`src/rtl/core/assert_macros.svh`:
```
// Assertion helper macros for the modular inverse search block.
// Every macro samples on the rising clock edge and is disabled while reset is low.
`ifndef ASSERT_MACROS_SVH
`define ASSERT_MACROS_SVH

// Same-cycle implication.
`define MIBS_ASSERT_IMP(label, clk, rst_n, ante, cons, msg) \
    label: assert property (@(posedge clk) disable iff (!rst_n) (ante) |-> (cons)) \
        else $error(msg);

// Next-cycle implication.
`define MIBS_ASSERT_NXT(label, clk, rst_n, ante, cons, msg) \
    label: assert property (@(posedge clk) disable iff (!rst_n) (ante) |=> (cons)) \
        else $error(msg);

`endif

```
`src/rtl/core/mibs_pkg.sv`:
```
// Shared constants, status codes and control structs for the modular inverse search.
// No dependencies.
package mibs_pkg;

    localparam int WIDTH_DEF = 16;
    localparam int STAT_W    = 2;

    localparam logic [STAT_W-1:0] ST_FOUND = 2'd0;
    localparam logic [STAT_W-1:0] ST_NONE  = 2'd1;
    localparam logic [STAT_W-1:0] ST_ZERO  = 2'd2;

    // Sequencer to datapath.
    typedef struct packed {
        logic load;
        logic div_step;
        logic srch_init;
        logic srch_step;
    } t_dp_ctl;

    // Datapath to sequencer.
    typedef struct packed {
        logic rem_zero;
        logic k_last;
    } t_dp_flg;

endpackage

```
`src/rtl/core/mibs_if.sv`:
```
// Valid/ready channel interfaces for operand and result words.
// Depends on mibs_pkg.
interface mibs_in_if #(
    parameter int W = mibs_pkg::WIDTH_DEF
);
    logic         valid;
    logic         ready;
    logic [W-1:0] number;
    logic [W-1:0] modulus;

    modport source (output valid, output number, output modulus, input ready);
    modport sink   (input valid, input number, input modulus, output ready);
endinterface

interface mibs_out_if #(
    parameter int W = mibs_pkg::WIDTH_DEF
);
    logic                          valid;
    logic                          ready;
    logic [W-1:0]                  inverse;
    logic [mibs_pkg::STAT_W-1:0]   status;

    modport source (output valid, output inverse, output status, input ready);
    modport sink   (input valid, input inverse, input status, output ready);
endinterface

```
`src/rtl/core/mibs_dp.sv`:
```
// Datapath: one shared add/compare/subtract unit, used first as a restoring divider
// (modulus / number) and then to step the remainder and quotient of modulus*k+1. Uses mibs_pkg.
module mibs_dp #(
    parameter int WIDTH = mibs_pkg::WIDTH_DEF
) (
    input  logic                i_clk,
    input  mibs_pkg::t_dp_ctl   i_ctl,
    input  logic [WIDTH-1:0]    i_number,
    input  logic [WIDTH-1:0]    i_modulus,
    output mibs_pkg::t_dp_flg   o_flg,
    output logic [WIDTH-1:0]    o_quot
);

    logic [WIDTH-1:0] r_num;
    logic [WIDTH-1:0] r_r;     // partial remainder, then remainder of modulus*k+1
    logic [WIDTH-1:0] r_q;     // dividend/quotient shifter, then quotient of modulus*k+1
    logic [WIDTH-1:0] r_mq;
    logic [WIDTH-1:0] r_mr;
    logic [WIDTH-1:0] r_k;

    logic [WIDTH:0]   w_sum;
    logic [WIDTH:0]   w_diff;
    logic             w_ge;
    logic             w_one;
    logic [WIDTH-1:0] n_r;

    // Shared unit: sum, compare against number, conditional subtract.
    always_comb begin
        if (i_ctl.div_step) begin
            w_sum = {r_r, r_q[WIDTH-1]};
        end else begin
            w_sum = {1'b0, r_r} + {1'b0, r_mr};
        end
        w_ge   = (w_sum >= {1'b0, r_num});
        w_diff = w_sum - {1'b0, r_num};
        n_r    = w_ge ? w_diff[WIDTH-1:0] : w_sum[WIDTH-1:0];
        w_one  = (r_num == WIDTH'(1));
    end

    always_ff @(posedge i_clk) begin
        if (i_ctl.load) begin
            r_num <= i_number;
            r_q   <= i_modulus;
            r_r   <= '0;
        end else if (i_ctl.div_step) begin
            r_r <= n_r;
            r_q <= {r_q[WIDTH-2:0], w_ge};
        end else if (i_ctl.srch_init) begin
            // keep modulus = mq*number + mr; start from 1 = q*number + r
            r_mq <= r_q;
            r_mr <= r_r;
            r_r  <= w_one ? '0 : WIDTH'(1);
            r_q  <= w_one ? WIDTH'(1) : '0;
            r_k  <= '0;
        end else if (i_ctl.srch_step) begin
            r_r <= n_r;
            r_q <= r_q + r_mq + WIDTH'(w_ge);
            r_k <= r_k + WIDTH'(1);
        end
    end

    assign o_flg.rem_zero = (r_r == '0);
    assign o_flg.k_last   = (r_k == r_num - WIDTH'(1));
    assign o_quot         = r_q;

endmodule

```
`src/rtl/core/mibs_ctrl.sv`:
```
// Sequencer: load, WIDTH division steps, search init, one search step per cycle, finish.
// Uses mibs_pkg; drives mibs_dp.
module mibs_ctrl #(
    parameter int WIDTH = mibs_pkg::WIDTH_DEF
) (
    input  logic                          i_clk,
    input  logic                          i_rst_n,
    input  logic                          i_start,
    input  logic                          i_zero,
    input  logic                          i_out_free,
    input  mibs_pkg::t_dp_flg             i_flg,
    output mibs_pkg::t_dp_ctl             o_ctl,
    output logic                          o_idle,
    output logic                          o_fin,
    output logic [mibs_pkg::STAT_W-1:0]   o_status
);

    localparam int CNT_W = $clog2(WIDTH);

    typedef enum logic [2:0] {
        S_IDLE,
        S_DIV,
        S_INIT,
        S_SRCH,
        S_FIN
    } t_state;

    t_state                        r_state;
    logic [CNT_W-1:0]              r_dcnt;
    logic [mibs_pkg::STAT_W-1:0]   r_status;
    logic                          w_div_last;

    assign w_div_last = (r_dcnt == CNT_W'(WIDTH - 1));

    always_comb begin
        o_ctl = '0;
        case (r_state)
            S_IDLE:  o_ctl.load      = i_start;
            S_DIV:   o_ctl.div_step  = 1'b1;
            S_INIT:  o_ctl.srch_init = 1'b1;
            S_SRCH:  o_ctl.srch_step = !i_flg.rem_zero && !i_flg.k_last;
            default: o_ctl = '0;
        endcase
    end

    always_ff @(posedge i_clk) begin
        if (!i_rst_n) begin
            r_state  <= S_IDLE;
            r_dcnt   <= '0;
            r_status <= mibs_pkg::ST_FOUND;
        end else begin
            case (r_state)
                S_IDLE: begin
                    if (i_start) begin
                        r_dcnt <= '0;
                        if (i_zero) begin
                            r_status <= mibs_pkg::ST_ZERO;
                            r_state  <= S_FIN;
                        end else begin
                            r_state <= S_DIV;
                        end
                    end
                end
                S_DIV: begin
                    r_dcnt <= r_dcnt + CNT_W'(1);
                    if (w_div_last) begin
                        r_state <= S_INIT;
                    end
                end
                S_INIT: begin
                    r_state <= S_SRCH;
                end
                S_SRCH: begin
                    if (i_flg.rem_zero) begin
                        r_status <= mibs_pkg::ST_FOUND;
                        r_state  <= S_FIN;
                    end else if (i_flg.k_last) begin
                        r_status <= mibs_pkg::ST_NONE;
                        r_state  <= S_FIN;
                    end
                end
                S_FIN: begin
                    // hold until the output register can take the word
                    if (i_out_free) begin
                        r_state <= S_IDLE;
                    end
                end
                default: begin
                    r_state <= S_IDLE;
                end
            endcase
        end
    end

    assign o_idle   = (r_state == S_IDLE);
    assign o_fin    = (r_state == S_FIN);
    assign o_status = r_status;

endmodule

```
`src/rtl/core/modular_inverse_brute_search_unit.sv`:
```
// Modular inverse by search; uses mibs_pkg, mibs_if, mibs_dp, mibs_ctrl, assert_macros.svh.
// A zero number goes straight to finish; otherwise the block divides, runs the search init,
// then searches k from zero up to number - 1 and finishes.
// Throughput: one item at a time, not ready while busy; the next word can be taken in the
// same cycle the result word is first offered; finish holds while the result register is full and unread.
// Reset (synchronous, active low) clears the sequencer and the output valid only.
`include "assert_macros.svh"

module modular_inverse_brute_search_unit #(
    parameter int WIDTH = mibs_pkg::WIDTH_DEF
) (
    input  logic              i_clk,
    input  logic              i_rst_n,
    mibs_in_if.sink           i_in,
    mibs_out_if.source        o_out
);

    mibs_pkg::t_dp_ctl             w_ctl;
    mibs_pkg::t_dp_flg             w_flg;
    logic [WIDTH-1:0]              w_quot;
    logic                          w_idle;
    logic                          w_fin;
    logic [mibs_pkg::STAT_W-1:0]   w_status;
    logic                          w_start;
    logic                          w_out_free;
    logic                          w_capture;

    logic                          r_ovalid;
    logic [WIDTH-1:0]              r_oinv;
    logic [mibs_pkg::STAT_W-1:0]   r_ostat;

    assign i_in.ready = w_idle;
    assign w_start    = i_in.valid && w_idle;
    assign w_out_free = !r_ovalid || o_out.ready;
    assign w_capture  = w_fin && w_out_free;

    mibs_ctrl #(.WIDTH(WIDTH)) u_ctrl (
        .i_clk      (i_clk),
        .i_rst_n    (i_rst_n),
        .i_start    (w_start),
        .i_zero     (i_in.number == '0),
        .i_out_free (w_out_free),
        .i_flg      (w_flg),
        .o_ctl      (w_ctl),
        .o_idle     (w_idle),
        .o_fin      (w_fin),
        .o_status   (w_status)
    );

    mibs_dp #(.WIDTH(WIDTH)) u_dp (
        .i_clk     (i_clk),
        .i_ctl     (w_ctl),
        .i_number  (i_in.number),
        .i_modulus (i_in.modulus),
        .o_flg     (w_flg),
        .o_quot    (w_quot)
    );

    always_ff @(posedge i_clk) begin
        if (!i_rst_n) begin
            r_ovalid <= 1'b0;
        end else if (w_capture) begin
            r_ovalid <= 1'b1;
        end else if (o_out.ready) begin
            r_ovalid <= 1'b0;
        end
    end

    always_ff @(posedge i_clk) begin
        if (w_capture) begin
            r_ostat <= w_status;
            r_oinv  <= (w_status == mibs_pkg::ST_FOUND) ? w_quot : '0;
        end
    end

    assign o_out.valid   = r_ovalid;
    assign o_out.inverse = r_oinv;
    assign o_out.status  = r_ostat;

    `MIBS_ASSERT_NXT(a_busy_after_accept, i_clk, i_rst_n, i_in.valid && i_in.ready, !i_in.ready, "accepted a word while busy")
    `MIBS_ASSERT_IMP(a_fail_inv_zero, i_clk, i_rst_n, r_ovalid && (r_ostat != mibs_pkg::ST_FOUND), r_oinv == '0, "nonzero inverse with failure status")
    `MIBS_ASSERT_NXT(a_capture_valid, i_clk, i_rst_n, w_capture, r_ovalid && !w_fin, "result word not posted")

endmodule

```
`src/flat_wrapper.sv`:
```
// flat-port wrapper written by rule: the top's interface ports become plain ports
module modular_inverse_brute_search_unit_flat 
#(
    parameter int WIDTH = mibs_pkg::WIDTH_DEF
)
  (i_clk, i_rst_n, i_in_valid, i_in_number, i_in_modulus, i_in_ready, o_out_valid, o_out_inverse, o_out_status, o_out_ready);
  mibs_in_if #(.W((mibs_pkg::WIDTH_DEF))) i_in_i ();
  mibs_out_if #(.W((mibs_pkg::WIDTH_DEF))) o_out_i ();
  input  logic i_clk;
  input  logic i_rst_n;
  input wire logic [$bits(i_in_i.valid)-1:0] i_in_valid;
  input wire logic [$bits(i_in_i.number)-1:0] i_in_number;
  input wire logic [$bits(i_in_i.modulus)-1:0] i_in_modulus;
  output wire logic [$bits(i_in_i.ready)-1:0] i_in_ready;
  output wire logic [$bits(o_out_i.valid)-1:0] o_out_valid;
  output wire logic [$bits(o_out_i.inverse)-1:0] o_out_inverse;
  output wire logic [$bits(o_out_i.status)-1:0] o_out_status;
  input wire logic [$bits(o_out_i.ready)-1:0] o_out_ready;
  assign i_in_i.valid = i_in_valid;
  assign i_in_i.number = i_in_number;
  assign i_in_i.modulus = i_in_modulus;
  assign i_in_ready = i_in_i.ready;
  assign o_out_valid = o_out_i.valid;
  assign o_out_inverse = o_out_i.inverse;
  assign o_out_status = o_out_i.status;
  assign o_out_i.ready = o_out_ready;
  modular_inverse_brute_search_unit #(.WIDTH(WIDTH)) u_core (.i_clk(i_clk), .i_rst_n(i_rst_n), .i_in(i_in_i), .o_out(o_out_i));
endmodule
```
`config.mk`:
```
export PLATFORM = sky130hd
export DESIGN_NAME = modular_inverse_brute_search_unit_flat
export DESIGN_NICKNAME = d
export VERILOG_FILES = /design/src/rtl/core/mibs_pkg.sv /design/src/rtl/core/mibs_if.sv /design/src/rtl/core/mibs_dp.sv /design/src/rtl/core/mibs_ctrl.sv /design/src/rtl/core/modular_inverse_brute_search_unit.sv /design/src/flat_wrapper.sv
export VERILOG_INCLUDE_DIRS = /design/src /design/src/rtl/core
export SDC_FILE = /design/constraint.sdc
export NUM_CORES = 1
export LEC_CHECK = 0
export BUFFER_PORTS_ARGS = -buffer_cell sky130_fd_sc_hd__buf_2
export CAP_MARGIN = 0
export CORE_MARGIN = 5
export CORE_UTILIZATION = 37
export DETAILED_ROUTE_END_ITERATION = 8
export SLEW_MARGIN = 0
export SYNTH_ARGS = -nofsm -noshare
export SYNTH_HDL_FRONTEND = slang
export SYNTH_SLANG_ARGS = --single-unit
```
`constraint.sdc`:
```
create_clock -name i_clk -period 5.4 [get_ports i_clk]
set_input_delay 1.08 -clock i_clk [delete_from_list [all_inputs] [get_ports i_clk]]
set_output_delay 1.08 -clock i_clk [all_outputs]
set_load 0.005 [all_outputs]
```
-- After elaboration in Yosys (flattened, before gate mapping)
Cells that the tools add are included.
- bits in registers: 124
- RAM bits: 0
- memories: 0
- ROM bits: 0
- output and inout port bits: 20
- input bits: 36
- word-level logic and storage cells: 88
- latch bits: 0
- reduce and logical (&&, ||, !) cells: 22
- shift operators: 0
- multiply operators: 0
- mux-type cells: 32
- equality and inequality tests: 12
- div/mod/pow operators: 0
- $add $sub $neg: 7
- bitwise operators: 2
- magnitude comparators: 1
- operators with widths (operator ; number):
    $mux 16 ; 9
    $logic_not 16->1 ; 2
    $mux 3 ; 6
    $add 16x16->17 ; 1
    $ge 17x16->1 ; 1
    $mux 17 ; 1
    $add 16x1->16 ; 1
    $add 16x1->16 const B ; 1
    $add 16x16->16 ; 1
    $eq 16x1->1 const B ; 1
    $eq 16x16->1 ; 1
    $sub 16x1->16 const B ; 1
    $sub 16x16->16 ; 1
    $pmux 3 s5 ; 1
    $mux 1 ; 8
    $mux 2 ; 4
    $ne 2x2->1 const B ; 4
    $pmux 4 s2 ; 1
    $reduce_and 4->1 ; 2
    $reduce_bool 2->1 ; 4
    $eq 3x2->1 const B ; 2
    $reduce_and 3->1 ; 2
    $add 4x1->4 const B ; 1
    $eq 4x4->1 const B ; 1
    14 further kinds ; 19

-- Logic depth before layout (Yosys ltp)
Gate-level depths: netlist of the first run.
- depth after elaboration: 9
- mapped depth: 28
- mapped depth without buffers: 26

-- Cells and area by module
From an unflattened synthesis of the first run, not the netlist that was laid out.
- cells, all modules: 791
- area total of the unflattened synthesis: 7981.4 um^2
- by module, submodules not included (module ; area each (um^2) ; seq. area each (um^2) ; cells an instance ; instances):
    mibs_dp ; 6677.7 ; 2722.6 ; 682 ; 1
    modular_inverse_brute_search_unit ; 759.5 ; 560.5 ; 47 ; 1
    mibs_ctrl ; 544.3 ; 180.2 ; 62 ; 1

-- Worst setup path after synthesis of the first run
OpenSTA, ideal clock, no wires.
- path kind: flip-flop to flip-flop
- from: register u_core.u_dp.r_mr[0]
- to: register u_core.u_dp.r_q[15] (netlist: u_core.u_dp.o_quot[15]), data pin
- stages on the path, launching flop included: 27
- setup time: 0.263 ns
- path buffers: 2
- arrival time: 5.521 ns
- period minus slack after synthesis: 5.784 ns
- slack: -0.384 ns
- data required time: 5.137 ns
- path through: edfxtp_1 > ha_1 > fa_1 > a211oi_1 > o21ai_0 > a31o_2 > a21oi_1 > xor2_1 > o21ai_0 > ha_1 > a21o_1 > a21o_1 > a31oi_1 > nor2_1 > nor3_1 > o211ai_1 > buf_2 > buf_2 > fa_1 > a21o_1 > a21o_1 > a21oi_1 > o21bai_1 > and3_1 > o41ai_1 > mux2i_1 > o21ai_0
- longest elaborated chain between the ends: 8
- RTL lines (what ; line ; source):
    start, declared ; mibs_dp.sv:18 ; logic [WIDTH-1:0] r_mr;
    start signal, assigned ; mibs_dp.sv:51 ; r_mr <= r_r;
    $add 16x16->17 ; mibs_dp.sv:32 ; w_sum = {1'b0, r_r} + {1'b0, r_mr};
    $mux 17 ; mibs_dp.sv:29 ; if (i_ctl.div_step) begin
    $ge 17x16->1 ; mibs_dp.sv:34 ; w_ge = (w_sum >= {1'b0, r_num});
    $add 16x1->16 ; mibs_dp.sv:57 ; r_q <= r_q + r_mq + WIDTH'(w_ge);
    $mux 16 ; mibs_dp.sv:55 ; end else if (i_ctl.srch_step) begin
    $mux 16 ; mibs_dp.sv:48 ; end else if (i_ctl.srch_init) begin
    $mux 16 ; mibs_dp.sv:45 ; end else if (i_ctl.div_step) begin
    $mux 16 ; mibs_dp.sv:41 ; if (i_ctl.load) begin
    end signal, assigned ; mibs_dp.sv:43 ; r_q <= i_modulus;
    end signal, assigned ; mibs_dp.sv:47 ; r_q <= {r_q[WIDTH-2:0], w_ge};
    end signal, assigned ; mibs_dp.sv:57 ;
    end, declared ; mibs_dp.sv:16 ; logic [WIDTH-1:0] r_q;
Every way passes these cells. The select of a mux whose other input is x is not followed.
A chain may end at the register's enable or synchronous reset.

-- Worst setup path in the final report of the first run
- from: register u_core.u_dp.r_mr[0]
- to: register u_core.u_dp.r_q[12] (netlist: u_core.u_dp.o_quot[12]), data pin
Same word-level chain as after synthesis.

==> results of run 1 <==
## stage by stage
| stage | utilization [%] | instances |
|---|---|---|
| finish | 45.86 | 1179 |
| global route | 45.86 | 1179 |
| CTS | 45.02 | 1177 |
| detailed placement | 42.10 | 1142 |
| global placement | 42.10 | 1142 |
| floorplan | - | 776 |
## routing by layer
layer | GRT usage (%) | vias to the layer above
met5 | 0 | -
li1 | - | 3108
met4 | 6.392 | 0
met2 | 25.33 | 137
met3 | 3.310 | 45
met1 | 23.35 | 2987
## cells in the mapped netlist, types with 24 or more instances
master and n:
edfxtp_1 98, nor2_1 89, ha_1 50, nand2_1 49, a21oi_1 48, o21ai_0 45, xnor2_1 41, inv_1 35
dfxtp_1 26, mux2i_1 25, and2_1 24, xor2_1 24
## where the power goes
group / switching [mW] / leakage, nW / internal [mW]
Sequential: 0.252 / 1.13 / 1.49
Clock: 0.464 / 0.272 / 0.639
Combinational: 2.32 / 2.36 / 1.92
Total: 3.03 / 3.76 / 4.05
## sequential cells by signal, summed over array words and instances (netlist names)
name and flops:
u_core.u_dp.o_quot 16, u_core.u_ctrl.r_state 3, u_core.u_dp.r_mq 16, u_core.u_dp.r_r 16
u_core.o_out.valid 1, u_core.u_dp.r_num 16, u_core.u_ctrl.r_dcnt 4, u_core.u_dp.r_k 16
u_core.o_out.inverse 16, u_core.o_out.status 2, u_core.u_ctrl.o_status 2, u_core.u_dp.r_mr 16
## path summary, 6_finish.rpt
| kind | cells past startpoint | endpoint | slack, ns | start |
|---|---|---|---|---|
| worst max-delay path | 26 | u_core.u_dp.o_quot[12] | 0.05 | u_core.u_dp.r_mr[0] |
| worst min-delay path | 1 | u_core.u_ctrl.r_dcnt[3] | 0.48 | u_core.u_ctrl.r_dcnt[3] |
| worst max register to register | 26 | u_core.u_dp.o_quot[12] | 0.05 | u_core.u_dp.r_mr[0] |
| worst min register to register | 1 | u_core.u_ctrl.r_dcnt[3] | 0.48 | u_core.u_ctrl.r_dcnt[3] |
## repair_timing
action,in CTS,in global routing
gates resized for setup,6,35
endpoints found under the setup margin,9,12
buffers inserted,3,2
pin swaps,6,23
hold endpoints to repair,0,0
## logic make-up (layout without fill, tap and decap cells)
kind of cell | after synthesis | count (layout)
xor+xnor | 65 | 65
mux | 26 | 26
buf+inv | 58 | 186
flops | 124 | 124
simple gates | 266 | 266
compound gates | 183 | 183
fa+ha+maj | 54 | 54
## cell type report
type                    instances  area [um2]
fillers                      2006       11310
multi-input cells             594        4319
flip-flops and latches        124        3463
repair buffers                118       752.0
clock buffers                  17       425.4
well taps                     275       344.1
clock inverters                15       140.1
inverters                      36       135.1
==> metrics.csv, run 1 <==
metric,value,unit
status,completed,
post-synthesis cell area,7784,um2
Required @ worst endpoint,5.58,ns
Pleak,3.759,nW
post-synth top area share,37.81,%
min-delay worst type,flip-flop to flip-flop,
drt pass-1 iters,5,
GR Overflow Total,0,
CTS buffer count,17,
Max Fclk,0.1869,GHz
Slew @ Worst Pin,1.159,ns
Pwr Total,7.083,mW
met2 WL,8889,um
fin crit share,99.07,%
Worst VDD drop,0.0003221,V
Max-Cap Viols,0,
Synth Area in Simple Gates,16.86,%
crit path buf inv count,2,
crit path kind,flip-flop to flip-flop,
diode count,0,
Async SR Flop Fraction,0,%
CP Max Fanout,3,
"Hold-fix buffers, CTS",0,
Cells after Synth,776,
gpl congestion,0.8611,
setup violators final,0,
Initial Utilization,37.26,%
clk sink count,124,
post-DR vias/cell,5.324,
initial antenna violation count,0,
#FFs+latches synth,124,
top routing layer used,met4,
post-synthesis mux area share,3.360,%
"most common cell after layout, fill and taps aside",edfxtp_1,
starting DRC count in detailed routing,408,
first-pass GRT wire length,31930,um
Ports,56,
Total Routing Usage GR,16.62,%
CP Launch Type,flip-flop,
Detailed Route WL,19780,um
clock root cell,clkbuf_16,
RSZ-0062 raised after global routing,yes,
ANT nets after route,0,
post-route cell area,9579,um2
Post-Synth Adder-Cell Area,9.066,%
largest family of logic cells by synthesized area,simple AND/OR/NAND/NOR gates,
"CP delay by family, top",compound AO/OA/AOI/OAI gates,
YS warnings,0,
PwrDens,739.4,nW/um2
row cnt,53,
Netlist cell types,61,
worst path arrival time,5.53,ns
"Slowest-stage cell, CP",edfxtp_1,
sequential-to-total area share from yosys stat,44.49,%
Routed WL per cell,16.78,um
dpl ws,-0.1670,ns
clock skew,0.009194,ns
final setup margin,0.05016,ns
clk_lat worst skew,0.43,ns
die footprint,24040,um2
syn_nets,866,
vias in the first global route,6197,
Buffers on Ports,55,
Fin. Hold Viols,0,
H-tree depth,4,
area grow syn2layout,23.07,%
Max Slew Vio Count,0,
compound-cell area share of the yosys netlist,15.96,%
clock tree buffer depth,2,
Worst path max stage delay,0.41,ns
XOR/XNOR share of the synthesized area,7.314,%
Die X,155.0,um
"commonest cells after routing, fill and taps aside","98 x edfxtp_1, 85 x nor2_1, 62 x buf_4, 55 x buf_2, 49 x nand2_1",
largest net degree at the start of global routing,53,
Core Box Area,20890,um2
nature of the critical path endpoint,flip-flop,
DP Wirelength,14200,um
Slew HR,22.66,%
"Avg Cell Area, Syn",10.03,um2
setup TNS,0,ns
post-synth top area cell,edfxtp_1,
Area contributors post-synth,"edfxtp_1 38%, ha_1 8.0%, dfxtp_1 6.7%, xnor2_1 4.6%, nor2_1 4.3%",
"Primary FF master, synth",edfxtp_1,
Die Ht,155.0,um
TritonCTS clock tree,yes,
placed cell areas,8793,um2
DR vias,6277,
final net count,981,
share of cells above drive strength 1,23.01,%
clock-pin slew on the worst setup and hold paths,0.06,ns
met1 wire length,9661,um
Post-synth EDFFs,98,
# DRC,0,
final worst hold slack,0.4762,ns
Met3 Wirelength,716,um
Final min period,5.350,ns
Note: power is estimated with default switching activity, not from simulation.
==> run 2, diff against run 1 <==
- CORE_MARGIN: 5 -> 2
==> run 2 against run 1 <==
  * The flow now finishes with violations (negative setup slack)
  * Clock skew fell by 0.0014 ns
  * Sequential share of layout area shrank 0.32 points
  * Die area down 7.6%
  * Power is 2.2% higher
  * Largest power group unchanged
  * Global-route usage rose by 1.4 points
  * Wire length is 1.1% lower
  * Clock power rose by 10%
  * Count of clock-buffer cells in the layout rose by 1
  * Highest routed layer unchanged
  * Maximum frequency decreased by 1.1%
==> metrics.csv, run 2 (synthesized netlist as in run 1, its figures left out) <==
metric,value,unit,change
starting DRC count in detailed routing,424,,+3.9%
drt pass-1 iters,5,,unchanged
nature of the critical path endpoint,flip-flop,,
Core Box Area,20820,um2,-0.32%
Final min period,5.409,ns,+0.05893 ns
diode count,0,,unchanged
Switching Share,41.60,%,-1.2 points
final net count,986,,+0.51%
post-route cell area,9666,um2,+0.90%
clock tree buffer depth,2,,unchanged
internal power,4.228,mW,+4.4%
# DRC,0,,unchanged
Max Fclk,0.1849,GHz,-1.1%
Routed WL per cell,16.52,um,-1.6%
"most common cell after layout, fill and taps aside",edfxtp_1,,
row cnt,53,,unchanged
setup violators final,1,,+1
R2R Setup Slk,-0.009,ns,-0.06 ns
Required @ worst endpoint,5.56,ns,-0.02 ns
post-DR vias/cell,5.295,,-0.55%
clk sink count,124,,unchanged
Slew @ Worst Pin,1.179,ns,+0.02024 ns
area grow syn2layout,24.18,%,
worst path arrival time,5.57,ns,+0.04 ns
Initial Utilization,37.38,%,+0.12 points
Comb pwr share,59.4,%,-0.5 points
clock root cell,clkbuf_16,,
Die X,149.0,um,-3.9%
ANT nets after route,0,,unchanged
final setup margin,-0.008769,ns,-0.05893 ns
status,"finished, violations left",,
r2r startpoint,u_core.u_dp.r_mr[0],,
DR vias,6269,,-0.13%
clock power share,16.7,%,+1.1 points
Total Routing Usage GR,18.03,%,+1.4 points
Pleak,3.804,nW,+1.2%
Buffers on Ports,55,,unchanged
RSZ-0062 raised after global routing,yes,,
die footprint,22210,um2,-7.6%
initial antenna violation count,0,,unchanged
Die Ht,149.0,um,-3.9%
vias in the first global route,6018,,-2.9%
DP Wirelength,13980,um,-1.5%
min-delay worst type,flip-flop to flip-flop,,
Psw,3.011,mW,-0.71%
dpl ws,-0.2371,ns,-0.07008 ns
TritonCTS clock tree,yes,,
Max Slew Vio Count,0,,unchanged
Fin. Hold Viols,0,,unchanged
placed cell areas,8763,um2,-0.34%
CP Launch Type,flip-flop,,
clock-pin slew on the worst setup and hold paths,0.06,ns,about the same
gpl congestion,0.8592,,-0.22%
share of cells above drive strength 1,23.10,%,+0.093 points
Pwr Total,7.239,mW,+2.2%
hold path start,u_core.u_ctrl.r_dcnt[3],,
clock skew,0.007797,ns,-0.001398 ns
Detailed Route WL,19560,um,-1.1%
Slew HR,21.31,%,-1.4 points
CP Max Fanout,3,,unchanged
crit path kind,flip-flop to flip-flop,,
Flop pwr share,23.9,%,-0.6 points
GR Overflow Total,0,,unchanged
setup TNS,-0.008769,ns,-0.008769 ns
first-pass GRT wire length,31190,um,-2.3%
"Hold-fix buffers, CTS",0,,unchanged
"commonest cells after routing, fill and taps aside","98 x edfxtp_1, 86 x nor2_1, 68 x buf_4, 55 x buf_2, 49 x nand2_1",,
H-tree depth,4,,unchanged
WHS Path Cells,1,,unchanged
Worst VDD drop,0.0003213,V,-0.25%
Worst Hold Path EP,u_core.u_ctrl.r_dcnt[3],,
failing checks,negative setup slack,,
path depth of the worst reg2reg path,26,,unchanged
r2r endpoint,u_core.u_dp.o_quot[8],,
fin crit share,100.2,%,+1.1 points
Ports,56,,unchanged
clk_lat worst skew,0.42,ns,about the same
largest net degree at the start of global routing,53,,unchanged
CTS buffer count,17,,unchanged
Max-Cap Viols,0,,unchanged
PwrDens,749.0,nW/um2,+1.3%
-- run 2: cell count changes in the layout (fill, tap and decap cells not counted), sizes merged --
cell	before	now
buf	118	123
bufinv	1	4
clkbuf	17	18
clkinvlp	3	2
inv	40	37
-- run 2: routing by layer --
metal | track usage, % | wire length [um] | up-vias
met5 | 0 | 0 | -
met4 | 5.905 | 321 | 0
met3 | 3.333 | 843 | 24
met2 | 28.29 | 8995 | 157
met1 | 25.16 | 9394 | 2955
li1 | - | - | 3133
-- run 2: worst max-delay path: stages (launching register included) --
cell,delay [ns]
edfxtp_1,0.37
ha_2,0.21
fa_2,0.37
a211oi_4,0.25
o21ai_2,0.12
a31o_2,0.26
a21oi_2,0.16
xor2_2,0.10
o21ai_2,0.20
ha_4,0.24
a21o_1,0.15
a21o_1,0.19
a31oi_4,0.21
nor2_2,0.05
nor3_2,0.22
o211ai_1,0.21
fa_2,0.40
inv_2,0.07
fa_2,0.21
nor2b_2,0.04
o21ai_2,0.15
a21oi_2,0.09
o21a_1,0.23
a21oi_2,0.19
xnor2_1,0.09
a221oi_1,0.28
nor2_1,0.08
-- run 2: power groups by stage --
stage / sequential (mW) / clock [mW] / combinational [mW]
floorplan: 1.68 / 0 / 2.88
global placement: 1.74 / 0 / 3.86
CTS: 1.73 / 1.23 / 4.09
detailed placement: 1.74 / 0 / 3.88
global route: 1.78 / 1.27 / 4.74
finish: 1.73 / 1.21 / 4.30
-- run 2: area by class of cell --
cell class | count | area [um2]
clock buffer | 18 | 429.2
clock inverter | 14 | 193.9
fill | 1973 | 11160
inverter | 36 | 135.1
multi-input combinational | 594 | 4314
sequential | 124 | 3463
tap | 275 | 344.1
timing repair buffer | 123 | 785.8
-- run 2: repair_timing --
item,in CTS,in global routing
pin swaps,25,25
buffers inserted,9,6
gates cloned,0,0
resized for setup,15,24
setup endpoints to repair,10,12
hold endpoints to repair,0,0
-- run 2: worst max path at each step --
stage	start	endpoint	slack, ns	cells past startpoint
after floorplan	u_core.u_dp.r_mr[0]	u_core.u_dp.o_quot[15]	0.01	26
after global placement	u_core.u_dp.r_mr[0]	u_core.u_dp.o_quot[15]	-0.12	24
after detailed placement	u_core.u_dp.r_mr[0]	u_core.u_dp.o_quot[15]	-0.24	24
after CTS	u_core.u_dp.r_mr[0]	u_core.u_dp.o_quot[12]	-0.009	26
after global routing	u_core.u_dp.r_mr[0]	u_core.u_dp.o_quot[8]	-0.22	26
final	u_core.u_dp.r_mr[0]	u_core.u_dp.o_quot[8]	-0.009	26
-- run 2: per-stage QoR --
step           instances  hold slack, ns  util [%]
3_3_place_gp        1138          0.4582     42.09
4_1_cts             1179          0.4756     45.75
2_1_floorplan        776          0.4326         -
5_1_grt             1184          0.5120     46.42
3_5_place_dp        1138          0.4501     42.09
6_report            1184          0.4805     46.42
==> run 3, diff against run 2 <==
- ABC_AREA: not set -> 1
- CORE_ASPECT_RATIO: not set -> 1.75
- GPL_TIMING_DRIVEN: not set -> 0
==> run 3 against run 2 <==
  * The flow now finishes without violations
  * Core utilization decreased by 1.7 points
  * First-iteration DRC count decreased by 3.3%
  * Sequential cell count unchanged
  * Non-clock buffer count decreased by 39
  * Clock power decreased by 6%
  * Critical path type unchanged
  * Critical endpoint is now u_core.u_dp.o_quot[10]
==> metrics.csv, run 3 <==
metric,value,unit,change
TritonCTS clock tree,yes,,
synth cell count leaders,"223 x nand2_1, 142 x inv_1, 104 x nor2_1",,
diode count,0,,unchanged
critical path depth,33,,+27%
clk_lat worst skew,0.43,ns,about the same
"Slowest-stage cell, CP",dfxtp_1,,
Pwr Total,6.942,mW,-4.1%
WHS Path Cells,0,,-1
die footprint,23730,um2,+6.8%
post-synth top area cell,edfxtp_1,,
crit path kind,flip-flop to flip-flop,,
YS warnings,0,,unchanged
"commonest cells after routing, fill and taps aside","219 x nand2_1, 140 x inv_1, 100 x nor2_1, 98 x edfxtp_1, 73 x nand3_1",,
Max Slew Vio Count,0,,unchanged
share of cells above drive strength 1,16.87,%,-6.2 points
Slew HR,37.93,%,+17 points
syn_nets,1126,,+30%
Die Ht,202.3,um,+36%
min-delay worst type,flip-flop to flip-flop,,
post-DR vias/cell,5.026,,-5.1%
cell with the most instances after synthesis,nand2_1,,
initial antenna violation count,0,,unchanged
area grow syn2layout,18.68,%,
Pleak,4.356,nW,+15%
Async SR Flop Fraction,0,%,unchanged
# DRC,0,,unchanged
vias in the first global route,7392,,+23%
Die X,117.3,um,-21%
setup violators final,0,,-1
row cnt,72,,+36%
clock tree buffer depth,2,,unchanged
sequential-to-total area share from yosys stat,41.67,%,-2.8 points
Netlist cell types,49,,-20%
final worst hold slack,0.4621,ns,-0.01835 ns
GR Overflow Total,0,,unchanged
starting DRC count in detailed routing,410,,-3.3%
Worst VDD drop,0.0003280,V,+2.1%
Max-Cap Viols,0,,unchanged
met3 global-route usage,2.681,%,-0.65 points
r2r endpoint,u_core.u_dp.o_quot[10],,
Slew @ Worst Pin,0.9301,ns,-0.2491 ns
Final min period,5.082,ns,-0.3264 ns
nature of the critical path endpoint,flip-flop,,
final net count,1209,,+23%
drt pass-1 iters,5,,unchanged
Ports,56,,unchanged
gpl congestion,0.9096,,+5.9%
clock-pin slew on the worst setup and hold paths,0.06,ns,about the same
Max Fclk,0.1968,GHz,+6.4%
"most common cell after layout, fill and taps aside",nand2_1,,
"Primary FF master, synth",edfxtp_1,,
final setup margin,0.3176,ns,+0.3264 ns
PwrDens,703.7,nW/um2,-6.0%
Worst Hold Path EP,u_core.o_out.status[0],,
largest net degree at the start of global routing,24,,-55%
Cells after Synth,1036,,+34%
"Avg Cell Area, Syn",8.023,um2,-20%
Required @ worst endpoint,5.55,ns,about the same
"Hold-fix buffers, CTS",0,,unchanged
#FFs+latches synth,124,,unchanged
Core Box Area,22070,um2,+6.0%
dpl ws,-0.8118,ns,-0.5747 ns
met1 Use GR,18.24,%,-6.9 points
R2R Setup Slk,0.32,ns,+0.33 ns
ANT nets after route,0,,unchanged
post-synth top area share,35.41,%,-2.4 points
RSZ-0062 raised after global routing,yes,,
Top Usage Layer GRT,met2,,
worst path arrival time,5.23,ns,-0.34 ns
DR vias,7177,,+14%
H-tree depth,4,,unchanged
fin crit share,94.12,%,-6.0 points
Routed WL per cell,15.77,um,-4.5%
"CP delay by family, top",simple AND/OR/NAND/NOR gates,,
CP Max Fanout,5,,+2
clk sink count,124,,unchanged
hold path start,u_core.u_ctrl.o_status[0],,
r2r startpoint,u_core.u_dp.r_r[0],,
Worst path max stage delay,0.42,ns,+0.02 ns
status,completed,,
Buffers on Ports,55,,unchanged
Detailed Route WL,22520,um,+15%
Post-synth EDFFs,98,,unchanged
DP Wirelength,17780,um,+27%
first-pass GRT wire length,36110,um,+16%
post-synthesis cell area,8312,um2,+6.8%
Initial Utilization,37.66,%,+0.28 points
clock skew,0.01351,ns,+0.005713 ns
GR Util met2,39.14,%,+11 points
crit path buf inv count,5,,+4
CTS buffer count,17,,unchanged
Total Routing Usage GR,19.48,%,+1.4 points
Fin. Hold Viols,0,,unchanged
Area contributors post-synth,"edfxtp_1 35%, nand2_1 10%, ha_1 7.5%, inv_1 6.4%, dfxtp_1 6.3%",,
path depth of the worst reg2reg path,33,,+27%
CP Launch Type,flip-flop,,
clock root cell,clkbuf_16,,
run 3: cell count changes in the layout (fill, tap and decap cells not counted), sizes merged, moves of 11 or more:
cell / change
or3: -11
nor2: +19
nand2: +178
buf: -51
mux2i: -25
inv: +106
o21ai: +28
xnor2: -26
nand3: +76
a21oi: +25
clkbuf: +20
and2: -24
o2bb2ai: -13
run 3: worst register-to-register path: cells and delay by family, from the launching register on:
kind | cells | cell delay [ns]
buf+inv | 5 | 0.42
flops | 1 | 0.42
fa+ha+maj | 5 | 1.31
simple gates | 18 | 1.97
compound gates | 5 | 0.69
run 3: final cells by class:
cell class                      instances  area (um2)
Multi-Input combinational cell        746        4394
Sequential cell                       124        3467
Clock buffer                           26       499.2
Fill cell                            2190       12210
Buffer                                 19       112.6
Timing Repair Buffer                   65       370.4
Inverter                              146       560.5
Clock inverter                          6       90.09
Tap cell                              296       370.4
run 3: stage by stage:
stage	utilization [%]	cell area [um2]	TNS, ns	instances
after CTS	43.73	9652	0	1422
after floorplan	-	8312	0	1036
after global routing	44.69	9864	-0.01796	1428
after detailed placement	40.77	8999	-2.422	1389
after global placement	40.58	8957	-2.287	1387
final	44.69	9864	0	1428
run 3: worst max-delay path by stage:
stage                              from                      to  slack (ns)
CTS                  u_core.u_dp.r_r[0]  u_core.u_dp.o_quot[10]        0.01
floorplan           u_core.u_dp.r_mr[0]  u_core.u_dp.o_quot[10]        0.31
detailed placement  u_core.u_dp.r_mr[0]  u_core.u_dp.o_quot[10]       -0.81
global placement    u_core.u_dp.r_mr[0]  u_core.u_dp.o_quot[10]       -0.79
finish               u_core.u_dp.r_r[0]  u_core.u_dp.o_quot[10]        0.32
global route        u_core.u_dp.r_mr[4]  u_core.u_dp.o_quot[10]       -0.02
run 3: cells by family after synthesis:
family / synth area share, %
AND/OR/NAND/NOR: 25.39
AO/OA/AOI/OAI: 13.20
buffers and inverters: 8.084
flip-flops: 41.67
adder cells (fa/ha/maj): 8.490
XOR/XNOR: 3.161
run 3: where the power goes:
| group | internal [mW] | switching (mW) |
|---|---|---|
| clock | 0.729 | 0.415 |
| sequential | 1.45 | 0.258 |
| combinational | 1.56 | 2.53 |
run 3: repair_timing:
| item | CTS | global route |
|---|---|---|
| buffers inserted | 2 | 6 |
| endpoints found under the setup margin | 9 | 9 |
| gates resized for setup | 16 | 39 |
| pin swaps | 1 | 7 |
run 3: routing by layer:
layer	vias up	part of all wire, %
met3	53	2.1
met2	115	56
met1	3330	37
met4	0	4.9
met5	-	0
li1	3679	-
